<file path="src/rtl/assert_macros.svh">
// ----------------------------------------------------------------------------
// Assertion macros
// Shared concurrent assertion helpers for the sprite draw unit.
// ----------------------------------------------------------------------------
`ifndef ASSERT_MACROS_SVH
`define ASSERT_MACROS_SVH

// Checks a property on every rising clock edge outside reset.
`define SFX_ASSERT(lbl, prop, msg) \
    lbl: assert property (@(posedge clk) disable iff (!rst_n) prop) else $error(msg);

// Checks that a condition implies a consequence in the next cycle.
`define SFX_ASSERT_NEXT(lbl, cond, cons, msg) \
    `SFX_ASSERT(lbl, (cond) |=> (cons), msg)

`endif

</file>
<file path="src/rtl/sfx_pkg.sv">
// ----------------------------------------------------------------------------
// sfx_pkg
// Constants, command codes and shared types of the sprite draw unit.
// ----------------------------------------------------------------------------
package sfx_pkg;

    localparam int SCREEN_WIDTH  = 128;
    localparam int SCREEN_HEIGHT = 64;
    localparam int COL_AW = $clog2(SCREEN_WIDTH);
    localparam int ROW_AW = $clog2(SCREEN_HEIGHT);
    localparam int CNT_W  = ROW_AW + 1;
    localparam int FIFO_DEPTH = 2;

    localparam logic [2:0] CMD_CLEAR = 3'd0;
    localparam logic [2:0] CMD_DRAW  = 3'd1;
    localparam logic [2:0] CMD_DOWN  = 3'd2;
    localparam logic [2:0] CMD_LEFT  = 3'd3;
    localparam logic [2:0] CMD_RIGHT = 3'd4;
    localparam logic [2:0] CMD_READ  = 3'd5;

    localparam logic REG_EXTENDED = 1'b0;
    localparam logic REG_NO_WRAP  = 1'b1;

    typedef enum logic [2:0] {
        OP_NONE,
        OP_CLEAR,
        OP_DRAW,
        OP_DOWN,
        OP_LEFT,
        OP_RIGHT,
        OP_READ
    } op_t;

    typedef enum logic [1:0] {
        ST_IDLE,
        ST_RUN,
        ST_DONE
    } st_t;

    typedef struct packed {
        op_t                     op;
        logic [CNT_W-1:0]        total;
        logic [ROW_AW-1:0]       base;
        logic [3:0]              lines;
        logic [COL_AW-1:0]       col;
        logic                    ext;
        logic                    last;
        logic [SCREEN_WIDTH-1:0] mask;
    } job_t;

    typedef struct packed {
        logic collision;
        logic pixel;
    } res_t;

endpackage

</file>
<file path="src/rtl/sfx_front.sv">
// ----------------------------------------------------------------------------
// sfx_front
// Accepts requests, decodes them into jobs and queues them for the engine.
// ----------------------------------------------------------------------------
module sfx_front
    import sfx_pkg::*;
(
    input  logic        clk,
    input  logic        rst_n,
    input  logic        push,
    output logic        full,
    input  logic [2:0]  cmd,
    input  logic [7:0]  x_pos,
    input  logic [7:0]  y_pos,
    input  logic [3:0]  row_index,
    input  logic [15:0] row_bits,
    input  logic        row_wide,
    input  logic        last_row,
    input  logic [3:0]  scroll_lines,
    input  logic        ext_mode,
    input  logic        no_wrap,
    output logic        job_valid,
    output job_t        job,
    input  logic        job_pop
);

    localparam int W  = SCREEN_WIDTH;
    localparam int HW = SCREEN_WIDTH / 2;

    job_t                     q_reg [FIFO_DEPTH];
    logic                     wptr_reg, wptr_next;
    logic                     rptr_reg, rptr_next;
    logic [1:0]               cnt_reg, cnt_next;
    job_t                     dec;
    logic [8:0]               ysum;
    logic [8:0]               yy;
    logic [15:0]              pat;
    logic [W-1:0]             mfull;
    logic [2*W-1:0]           dbl;
    logic [HW-1:0]            hfull;
    logic [W-1:0]             hdbl;
    logic [HW-1:0]            hrot;
    logic [W-1:0]             mask_c;
    logic                     do_push;
    logic                     do_pop;

    assign full      = (cnt_reg == 2'(FIFO_DEPTH));
    assign job_valid = (cnt_reg != 2'd0);
    assign job       = q_reg[rptr_reg];
    assign do_push   = push && !full;
    assign do_pop    = job_pop && job_valid;

    always_comb
    begin
        ysum  = {1'b0, y_pos} + 9'(row_index);
        pat   = (row_wide && ext_mode) ? row_bits : {row_bits[7:0], 8'h00};
        mfull = '0;
        hfull = '0;
        for (int j = 0; j < 16; j++)
        begin
            mfull[j] = pat[15-j];
        end
        for (int j = 0; j < 8; j++)
        begin
            hfull[j] = row_bits[7-j];
        end
        dbl  = {mfull, mfull} << x_pos[COL_AW-1:0];
        hdbl = {hfull, hfull} << x_pos[COL_AW-2:0];
        hrot = hdbl[W-1:HW];
        for (int k = 0; k < HW; k++)
        begin
            mask_c[2*k]   = hrot[k];
            mask_c[2*k+1] = hrot[k];
        end
        if (no_wrap)
        begin
            yy = ysum;
        end
        else
        begin
            yy = {{(9-ROW_AW+1){1'b0}}, ysum[ROW_AW-2:0]};
        end

        dec       = '0;
        dec.ext   = ext_mode;
        dec.last  = last_row;
        dec.lines = scroll_lines;
        dec.col   = x_pos[COL_AW-1:0];
        case (cmd)
            CMD_CLEAR:
            begin
                dec.op = OP_CLEAR;
            end
            CMD_DRAW:
            begin
                dec.op = OP_DRAW;
                if (ext_mode)
                begin
                    dec.mask = dbl[2*W-1:W];
                    dec.base = ysum[ROW_AW-1:0];
                    if (!(no_wrap && ysum >= 9'(SCREEN_HEIGHT)))
                    begin
                        dec.total = CNT_W'(1);
                    end
                end
                else
                begin
                    dec.mask = mask_c;
                    dec.base = {yy[ROW_AW-2:0], 1'b0};
                    if (yy < 9'(SCREEN_HEIGHT / 2))
                    begin
                        dec.total = CNT_W'(2);
                    end
                end
            end
            CMD_DOWN:
            begin
                dec.op = OP_DOWN;
                if (scroll_lines != 4'd0)
                begin
                    dec.total = CNT_W'(SCREEN_HEIGHT);
                end
            end
            CMD_LEFT:
            begin
                dec.op    = OP_LEFT;
                dec.total = CNT_W'(SCREEN_HEIGHT);
            end
            CMD_RIGHT:
            begin
                dec.op    = OP_RIGHT;
                dec.total = CNT_W'(SCREEN_HEIGHT);
            end
            CMD_READ:
            begin
                dec.op   = OP_READ;
                dec.base = y_pos[ROW_AW-1:0];
                if (({1'b0, x_pos} < 9'(SCREEN_WIDTH)) && ({1'b0, y_pos} < 9'(SCREEN_HEIGHT)))
                begin
                    dec.total = CNT_W'(1);
                end
            end
            default:
            begin
                dec.op = OP_NONE;
            end
        endcase
    end

    always_comb
    begin
        wptr_next = do_push ? ~wptr_reg : wptr_reg;
        rptr_next = do_pop ? ~rptr_reg : rptr_reg;
        cnt_next  = cnt_reg + 2'(do_push) - 2'(do_pop);
    end

    always_ff @(posedge clk)
    begin
        if (do_push)
        begin
            q_reg[wptr_reg] <= dec;
        end
    end

    always_ff @(posedge clk or negedge rst_n)
    begin
        if (!rst_n)
        begin
            wptr_reg <= 1'b0;
            rptr_reg <= 1'b0;
            cnt_reg  <= 2'd0;
        end
        else
        begin
            wptr_reg <= wptr_next;
            rptr_reg <= rptr_next;
            cnt_reg  <= cnt_next;
        end
    end

endmodule

</file>
<file path="config.mk">
export PLATFORM = sky130hd
export DESIGN_NAME = sfx_front
export DESIGN_NICKNAME = d
export VERILOG_FILES = /design/src/rtl/assert_macros.svh /design/src/rtl/sfx_pkg.sv /design/src/rtl/sfx_front.sv
export SDC_FILE = /design/constraint.sdc
export NUM_CORES = 1
export LEC_CHECK = 0
export BUFFER_PORTS_ARGS = -buffer_cell sky130_fd_sc_hd__buf_2
export CORE_ASPECT_RATIO = 0.9
export CORE_MARGIN = 2
export CORE_UTILIZATION = 50
export CTS_BUF_LIST = sky130_fd_sc_hd__clkbuf_8
export CTS_CLUSTER_SIZE = 8
export DETAILED_ROUTE_END_ITERATION = 7
export GPL_TIMING_DRIVEN = 1
export PLACE_DENSITY = 0.81
export SLEW_MARGIN = 20
export SYNTH_ARGS = -nofsm -noshare
export SYNTH_HDL_FRONTEND = slang
export SYNTH_SLANG_ARGS = --single-unit
</file>
<file path="constraint.sdc">
create_clock -name clk -period 10.6 [get_ports clk]
set_input_delay 1.06 -clock clk [delete_from_list [all_inputs] [get_ports clk]]
set_output_delay 1.06 -clock clk [all_outputs]
set_load 0.05 [all_outputs]
</file>
==> results.md, run 1 <==
- The flow ran to the end, and the final reports show no timing, DRC or antenna violations.
- 0 antenna diodes ended up in the layout.
- CTS built an H-tree with a depth of 2.
- For this configuration, the core starts out at a cell density of 0.508.
- The clock tree buffer depth is 3.
- The last element of the critical path is q_reg[1][26]$_DFFE_PP_.
- Setup repair after global routing left no endpoint under its margin.
- The core area is 32,000 sq um.
- The primary flip-flop cell chosen by synthesis mapping is sky130_fd_sc_hd__edfxtp_1.
- The post-synthesis sequential element count is 310.
- Once the clock tree was built, the resizer swapped 0 gates to a different size.
- 210 I/O pins were placed.
- The detailed route wirelength on metal2 is 26,200 um.
- The largest individual stage delay along the critical path comes from the cell sky130_fd_sc_hd__and2_1.
- For this run the aggregate overflow at the end of global routing stands at 0.
- Leaving out fill and tap cells, the most frequent cell in the layout is sky130_fd_sc_hd__edfxtp_1.
- The number of nets with antenna violations after routing is 0.
- The TritonCTS sink count is 310.
- The max-slew violation count came to 0.
- Wire segments on met3 add up to 6140 um in the final route.
- The clock insertion delay at the later pin of the skew report is 0.62 ns.
- The floorplan step defined a die boundary enclosing 34,000 sq um.
- The data arrival time of the critical path is 5.13 ns.
- In this run the critical register-to-register path is launched from cnt_reg[1]$_DFF_PN0_.
- The number of placed cells counting well taps is 1,867.
- The maximum clock skew at final layout is 0.0242 ns.
- The kind of path behind the tightest hold check is in -> async.
- After the first detailed-routing iteration, the DRC count stood at 1,560.
- The setup-violating endpoint count in the final report is 0.
- Summed over all layers, the routed wires come to 57,100 um.
- On the final layout, the worst hold slack is 0.260 ns.
- The number of design rule violations left after detail routing is 0.
- The worst reg-to-reg setup slack is 7.80 ns.
- The critical path capture point type is a register.
- The mean post-synth cell area is 12.4 sq um.
- The first global-routing pass estimated 82,500 um of wire.
- The portion of the post-synthesis area used by sequential elements is 0.572.
- For this design the static power due to leakage is 6.77 nW.
- The actual transition at the worst max-transition pin is 1.30 ns.
- The weighted congestion at the end of routability-driven global placement is 1.07.
- For the worst flop-to-flop path, the logic depth is 4.
- The highest routing layer actually used is met4.
- The routed layout has 12,700 vias.
- The number of global-route vias before repair is 12,400.
- The start point of the critical path is ext_mode.
- Of all nets on the critical path, the largest fanout is 54.
- The signal on the critical path passes through buf_2, buf_4, and2_1, a21oi_1, a22o_1, a221oi_2, o221a_2, nor3_1.
- The total of buffers placed on input and output ports is 205.
- The maximum number of pins on one net before global-route repair is 73.
- The post-CTS repair timing setup buffer count is 0.
- The top cell type by total area after synthesis is sky130_fd_sc_hd__edfxtp_1.
- The cell area that synthesis handed to floorplanning was 16,200 sq um.
- The filler cells instantiated in the layout total 2,669.
- The tool flagged a number of max-cap violations equal to 0.
- After clock tree synthesis, the clock-pin slew on the worst setup and hold paths is 0.06 ns.
- The root buffer cell chosen for the clock tree is sky130_fd_sc_hd__clkbuf_8.
- The utilization of the core after routing is 0.576.
- The capturing point of the worst reg2reg path is q_reg[0][98]$_DFFE_PP_.
- Using the TritonRoute via totals, the vias-per-cell ratio works out to 6.51.
- The number of hold violations in the final report was 0.
- The initialized floorplan defines 62 standard-cell rows.
- The share of the clock period used by the worst path after layout is 0.458.
- The die outline height is 175 um.
- The total CTS buffers is 49.
- The number of antenna violations at the first check in global routing came to 0.
- The type of element launching the critical path is an input pin.
- Power spread over the standard cell area amounts to 266 nW/um^2.
- For this run, the slowest stage of the critical path takes 0.84 ns.
- The data required time at the worst endpoint is 10.88 ns.
- The max-slew headroom at the worst pin is 0.131.
- The critical path is of the in -> reg type.
- The number of distinct standard cells referenced by the synthesized netlist is 83.
- IR analysis of the VDD net gives a maximum drop of 248 uV.
- In this run, post-CTS hold repair placed 0 buffers.
- The die is 194 um wide.
- Across every metal layer, demand over resource in global routing totals 0.330.
- For the finished layout, the period the worst path requires is 4.85 ns.
- The number of flip-flops in the largest register is 306.
- The CTS tree is built.
- Dividing the detail-routed wire length by the instance count gives 29.3 um.
- The share of synthesized registers carrying an async set or reset is 0.0129.
- The number of nets in the layout is 1,560.
- The area growth from synthesis to final layout is 13.2%.
- Of the post-synthesis cell area, the dominant cell type holds 0.566.
- In the post-synthesis netlist, the biggest area contributors are sky130_fd_sc_hd__edfxtp_1 57%, sky130_fd_sc_hd__mux2_2 12%, sky130_fd_sc_hd__nor2_1 3.0%.
- The share of cells above drive strength 1 is 0.326.
- For this run, the detailed router's first-pass iteration total came to 6.
- The library cells used most frequently in the layout, excluding fill and tap cells, are 306 x sky130_fd_sc_hd__edfxtp_1, 205 x sky130_fd_sc_hd__buf_2, 169 x sky130_fd_sc_hd__mux2_2.
- The number of synthesized flops with an enable pin is 306.
- The count of non-filler cells in the finished layout is 1,948.
- The HPWL after detailed placement is 40,900 um.
- The met1 wire length is 22,000 um.
- The final setup TNS is 0 ns.
- The synthesized netlist cell count is 1,311.
- Yosys printed 0 warnings.
- The maximum clock rate is 0.206 GHz.
-- power by group --
group	switching, mW	internal [mW]	total (mW)
Combinational	1.69	0.567	2.26
Clock	0.445	0.427	0.872
Sequential	0.0841	1.67	1.76
-- kinds of logic (layout without fill, tap and decap cells) --
kind of cell | count (synthesis) | in the layout | synth area share
and+or+nand+nor | 371 | 371 | 0.105
DFF | 310 | 310 | 0.572
AOI/OAI and AO/OA | 306 | 306 | 0.134
xor gates and xnor gates | 8 | 8 | 0.00431
adders and majority gates | 7 | 7 | 0.00585
buffers and inverters | 102 | 320 | 0.0281
other | 1 | 4 | 0.000231
muxes | 206 | 206 | 0.151
-- cells in the mapped netlist, types with 10 or more instances --
cell type                  count
sky130_fd_sc_hd__edfxtp_1    306
sky130_fd_sc_hd__mux2_2      169
sky130_fd_sc_hd__nor2_1      129
sky130_fd_sc_hd__nand2_1     107
sky130_fd_sc_hd__a21oi_1      64
sky130_fd_sc_hd__clkbuf_1     61
sky130_fd_sc_hd__o21ai_0      57
sky130_fd_sc_hd__nor3_1       36
sky130_fd_sc_hd__a31oi_1      23
sky130_fd_sc_hd__nand3_1      22
sky130_fd_sc_hd__a221oi_1     21
sky130_fd_sc_hd__mux2i_1      19
sky130_fd_sc_hd__nand2b_1     15
sky130_fd_sc_hd__o22ai_1      14
sky130_fd_sc_hd__and3_1       13
sky130_fd_sc_hd__a211oi_1     12
sky130_fd_sc_hd__a21o_1       12
sky130_fd_sc_hd__buf_2        11
sky130_fd_sc_hd__a22o_1       10
sky130_fd_sc_hd__inv_1        10
sky130_fd_sc_hd__mux4_2       10
sky130_fd_sc_hd__o31ai_1      10
-- layer usage --
layer,up-vias,GRT usage
met5,-,0
met4,0,0.149
met3,188,0.0853
met2,893,0.516
met1,6141,0.436
li1,5467,-
-- worst max-delay path, delay by kind of cell --
kind	cells	cell delay [ns]
AOI/OAI and AO/OA	4	1.82
and+or+nand+nor	2	0.94
buffers and inverters	2	1.27
-- area by class of cell --
class	instances	area [sq um]	area share
sequential	310	9290	0.505
multi-input combinational	902	6540	0.356
timing repair buffer	225	1180	0.0639
clock buffer	49	674	0.0367
tap	416	520	0.0283
clock inverter	32	136	0.00741
inverter	14	52.6	0.00286
-- metrics by stage --
step | power (mW) | worst slack, ns | cell area (sq um)
2_1_floorplan | 3.52 | 2.43 | 16300
3_3_place_gp | 4.02 | 5.35 | 17600
3_5_place_dp | 4.04 | 5.35 | 17600
4_1_cts | 4.91 | 5.96 | 18400
5_1_grt | 5.06 | 5.68 | 18400
6_report | 4.89 | 5.75 | 18400
-- worst min path at each step --
stage / startpoint / endpoint / depth (start not counted)
3_3_place_gp: cnt_reg[1]$_DFF_PN0_ / cnt_reg[1]$_DFF_PN0_ / 1
4_1_cts: rst_n / cnt_reg[0]$_DFF_PN0_ / 1
2_1_floorplan: cnt_reg[1]$_DFF_PN0_ / cnt_reg[1]$_DFF_PN0_ / 1
3_5_place_dp: cnt_reg[1]$_DFF_PN0_ / cnt_reg[1]$_DFF_PN0_ / 1
5_1_grt: rst_n / cnt_reg[0]$_DFF_PN0_ / 1
6_report: rst_n / cnt_reg[0]$_DFF_PN0_ / 1
Note: power is estimated with default switching activity, not from simulation.
==> run 2: changes to the inputs <==
==> constraint.sdc (replaced) <==
create_clock -name clk -period 4.9 [get_ports clk]
set_input_delay 0.49 -clock clk [delete_from_list [all_inputs] [get_ports clk]]
set_output_delay 0.49 -clock clk [all_outputs]
set_load 0.05 [all_outputs]
==> results.md, run 2 (synthesized netlist as in run 1, its figures left out) <==
- The first-pass iteration count of the detailed router is 7.
- For this design the ratio of total power to cell area is 568 nW/um^2.
- The hold path startpoint is last_row.
- The layout has 2,607 filler cells.
- The number of gates resized after CTS was 0.
- The register with the most flip-flops in the layout has 306 of them.
- The top cell types in the final layout, fill and taps aside, are 306 x sky130_fd_sc_hd__edfxtp_1, 205 x sky130_fd_sc_hd__buf_2, 169 x sky130_fd_sc_hd__mux2_2.
- The weighted congestion at the end of routability-driven global placement is 1.09.
- The mean number of vias per cell is 6.43.
- The root buffer cell chosen for the clock tree is sky130_fd_sc_hd__clkbuf_8.
- The delay contributed by the slowest stage of the critical path is 1.02 ns.
- The start of the worst register-to-register path is cnt_reg[1]$_DFF_PN0_.
- The floorplan step defined a die boundary enclosing 34,000 sq um.
- The worst pin sits at a relative slew slack of 0.229.
- The core area is 32,000 sq um.
- In the final routed layout, each cell accounts on average for 29.2 um.
- The kind of path behind the tightest hold check is in -> reg.
- The setup check on the worst reg-to-reg path leaves a slack of 2.64 ns.
- TritonCTS built the clock tree.
- The slowest stage cell on the critical path is sky130_fd_sc_hd__dfrtp_4.
- Once detailed placement completed, the half-perimeter wirelength came to 41,200 um.
- The initial cell density of the core is 0.508.
- The total power after layout is 10.6 mW.
- Once routing completed, OpenROAD measured the worst setup slack at 1.51 ns.
- The combined flip-flop and latch cell area is 9290 sq um.
- Compared with the post-synthesis result, the final layout area differs by 14.7%.
- The largest fanout on the critical path is 70.
- The number of global-route vias before repair is 12,500.
- The first routing iteration left 1,677 violations.
- At the pin with the least slew margin, the transition time is 1.15 ns.
- The max-slew violation count was 0.
- Entering global routing, the biggest net connects 154 pins.
- The clock period minus worst slack is 3.39 ns.
- Once placement completed, the tool counted placed cells totaling 1,888.
- After detailed placement, the total cell area comes to 17,800 sq um.
- Before CTS, the worst setup slack after placement is 1.18 ns.
- VDD sags by at most 568 uV.
- In this run, CTS created clock tree buffers numbering 48.
- For the worst setup path, the data arrival time is 2.90 ns.
- The worst setup path is captured at an output pin.
- For hold timing, the worst endpoint is q_reg[1][128]$_DFFE_PP_.
- Once layout is complete, the cells apart from fillers number 1,974.
- The flow ran to the end, and the final reports show no timing, DRC or antenna violations.
- At the end of the flow, the number of nets in the layout was 1,581.
- The number of antenna violations at the first check in global routing is 1.
- Leaving out fill and tap cells, the most frequent cell in the layout is sky130_fd_sc_hd__edfxtp_1.
- The number of hold violations in the final report came to 0.
- The all-layer global routing usage is 0.333.
- Wires add up to 57,600 um.
- The clock insertion delay at the later pin of the skew report is 0.59 ns.
- The die is 194 um wide.
- The H-tree depth is 2.
- For this run, design rule violations remaining after detail routing come to 0.
- The clock tree buffer depth is 3.
- The number of nets with antenna violations after routing is 0.
- Clock tree synthesis found a total of 310 sinks.
- The remaining global-route overflow is 0.
- The wire length of the first global-routing pass is 83,200 um.
- Setup violations remaining at the end of the flow were counted as 0.
- The total of buffers placed on input and output ports is 205.
- Of the cells placed in the final design, the portion with a size suffix greater than 1 is 0.335.
- The final setup TNS is 0 ns.
- Data on the critical path is required at its endpoint by 4.41 ns.
- Summing all multi-input logic gate instances after layout gives 6540 sq um.
- Across the run, the number of max-cap violations was 0.
- STA classifies the critical path startpoint as a register.
- The post-CTS repair timing setup buffer count is 0.
- The total leakage power is 6.94 nW.
- After clock tree synthesis, the clock-pin slew on the worst setup and hold paths is 0.06 ns.
- Setup repair after global routing left no endpoint under its margin.
- The signal on the critical path passes through buf_4, mux2_2, buf_2.
- Measured on the finished design, the core utilization comes to 0.583.
- The floorplan step set the die height to 175 um.
- The maximum clock skew at final layout is 0.0299 ns.
- Across all layers, the routed design uses 12,700 vias.
- After floorplanning, the core was divided into 62 placement rows.
- After routing the design area is 18,600 sq um.
- Dividing the final minimum period by the clock period gives 0.693.
- The number of cells on the worst reg-to-reg path is 3.
- The depth of the worst hold-timing path is 1.
- The worst slack on hold paths is 0.106 ns.
- The total I/O pin count is 210.
- The worst register-to-register path ends at q_reg[1][72]$_DFFE_PP_.
- By startpoint and endpoint, the worst setup path is classified as reg -> out.
- The maximum clock rate is 0.295 GHz.
## run 2: cell count changes in the layout (fill, tap and decap cells not counted), moves of 2 or more
cell	delta
sky130_fd_sc_hd__inv_8	-2
sky130_fd_sc_hd__buf_4	+18
sky130_fd_sc_hd__inv_1	+8
sky130_fd_sc_hd__buf_12	+3
sky130_fd_sc_hd__clkinv_1	-5
## run 2: metal layers
layer / track usage / routed length (um)
met5: 0 / 0
met4: 0.127 / 2240
met3: 0.0753 / 5430
met2: 0.517 / 26400
met1: 0.458 / 23500
## run 2: repair_timing
| item | CTS | global route |
|---|---|---|
| endpoints found under the hold margin | 4 | 0 |
| endpoints found under the setup margin | 0 | 0 |
| hold buffers | 1 | 0 |
## run 2: how the worst max path moves through the flow
stage,start,end,cells after the start
after CTS,rptr_reg$_DFFE_PN0P_,job[32],3
after floorplan,cnt_reg[1]$_DFF_PN0_,q_reg[1][0]$_DFFE_PP_,2
after global routing,rptr_reg$_DFFE_PN0P_,job[32],3
after global placement,cmd[2],q_reg[0][13]$_DFFE_PP_,8
after detailed placement,x_pos[0],q_reg[0][56]$_DFFE_PP_,6
final,rptr_reg$_DFFE_PN0P_,job[32],3
## run 2: report_power, final
part	switching (mW)	internal (mW)	leakage (nW)
Combinational	3.54	1.26	3.41
Clock	0.959	0.979	0.530
Sequential	0.248	3.61	3.00
## run 2: final cells by class
cell class,count,area share
Clock inverter,35,0.00940
Antenna cell,1,0.000134
Sequential cell,310,0.499
Timing Repair Buffer,247,0.0741
Multi-Input combinational cell,902,0.351
Tap cell,416,0.0279
Inverter,14,0.00282
Clock buffer,49,0.0362
## run 2: critical path, delay by kind of cell, from the launching register on
family | cells | cell delay [ns]
mux | 1 | 0.42
buf+inv | 2 | 0.76
flops | 1 | 1.02
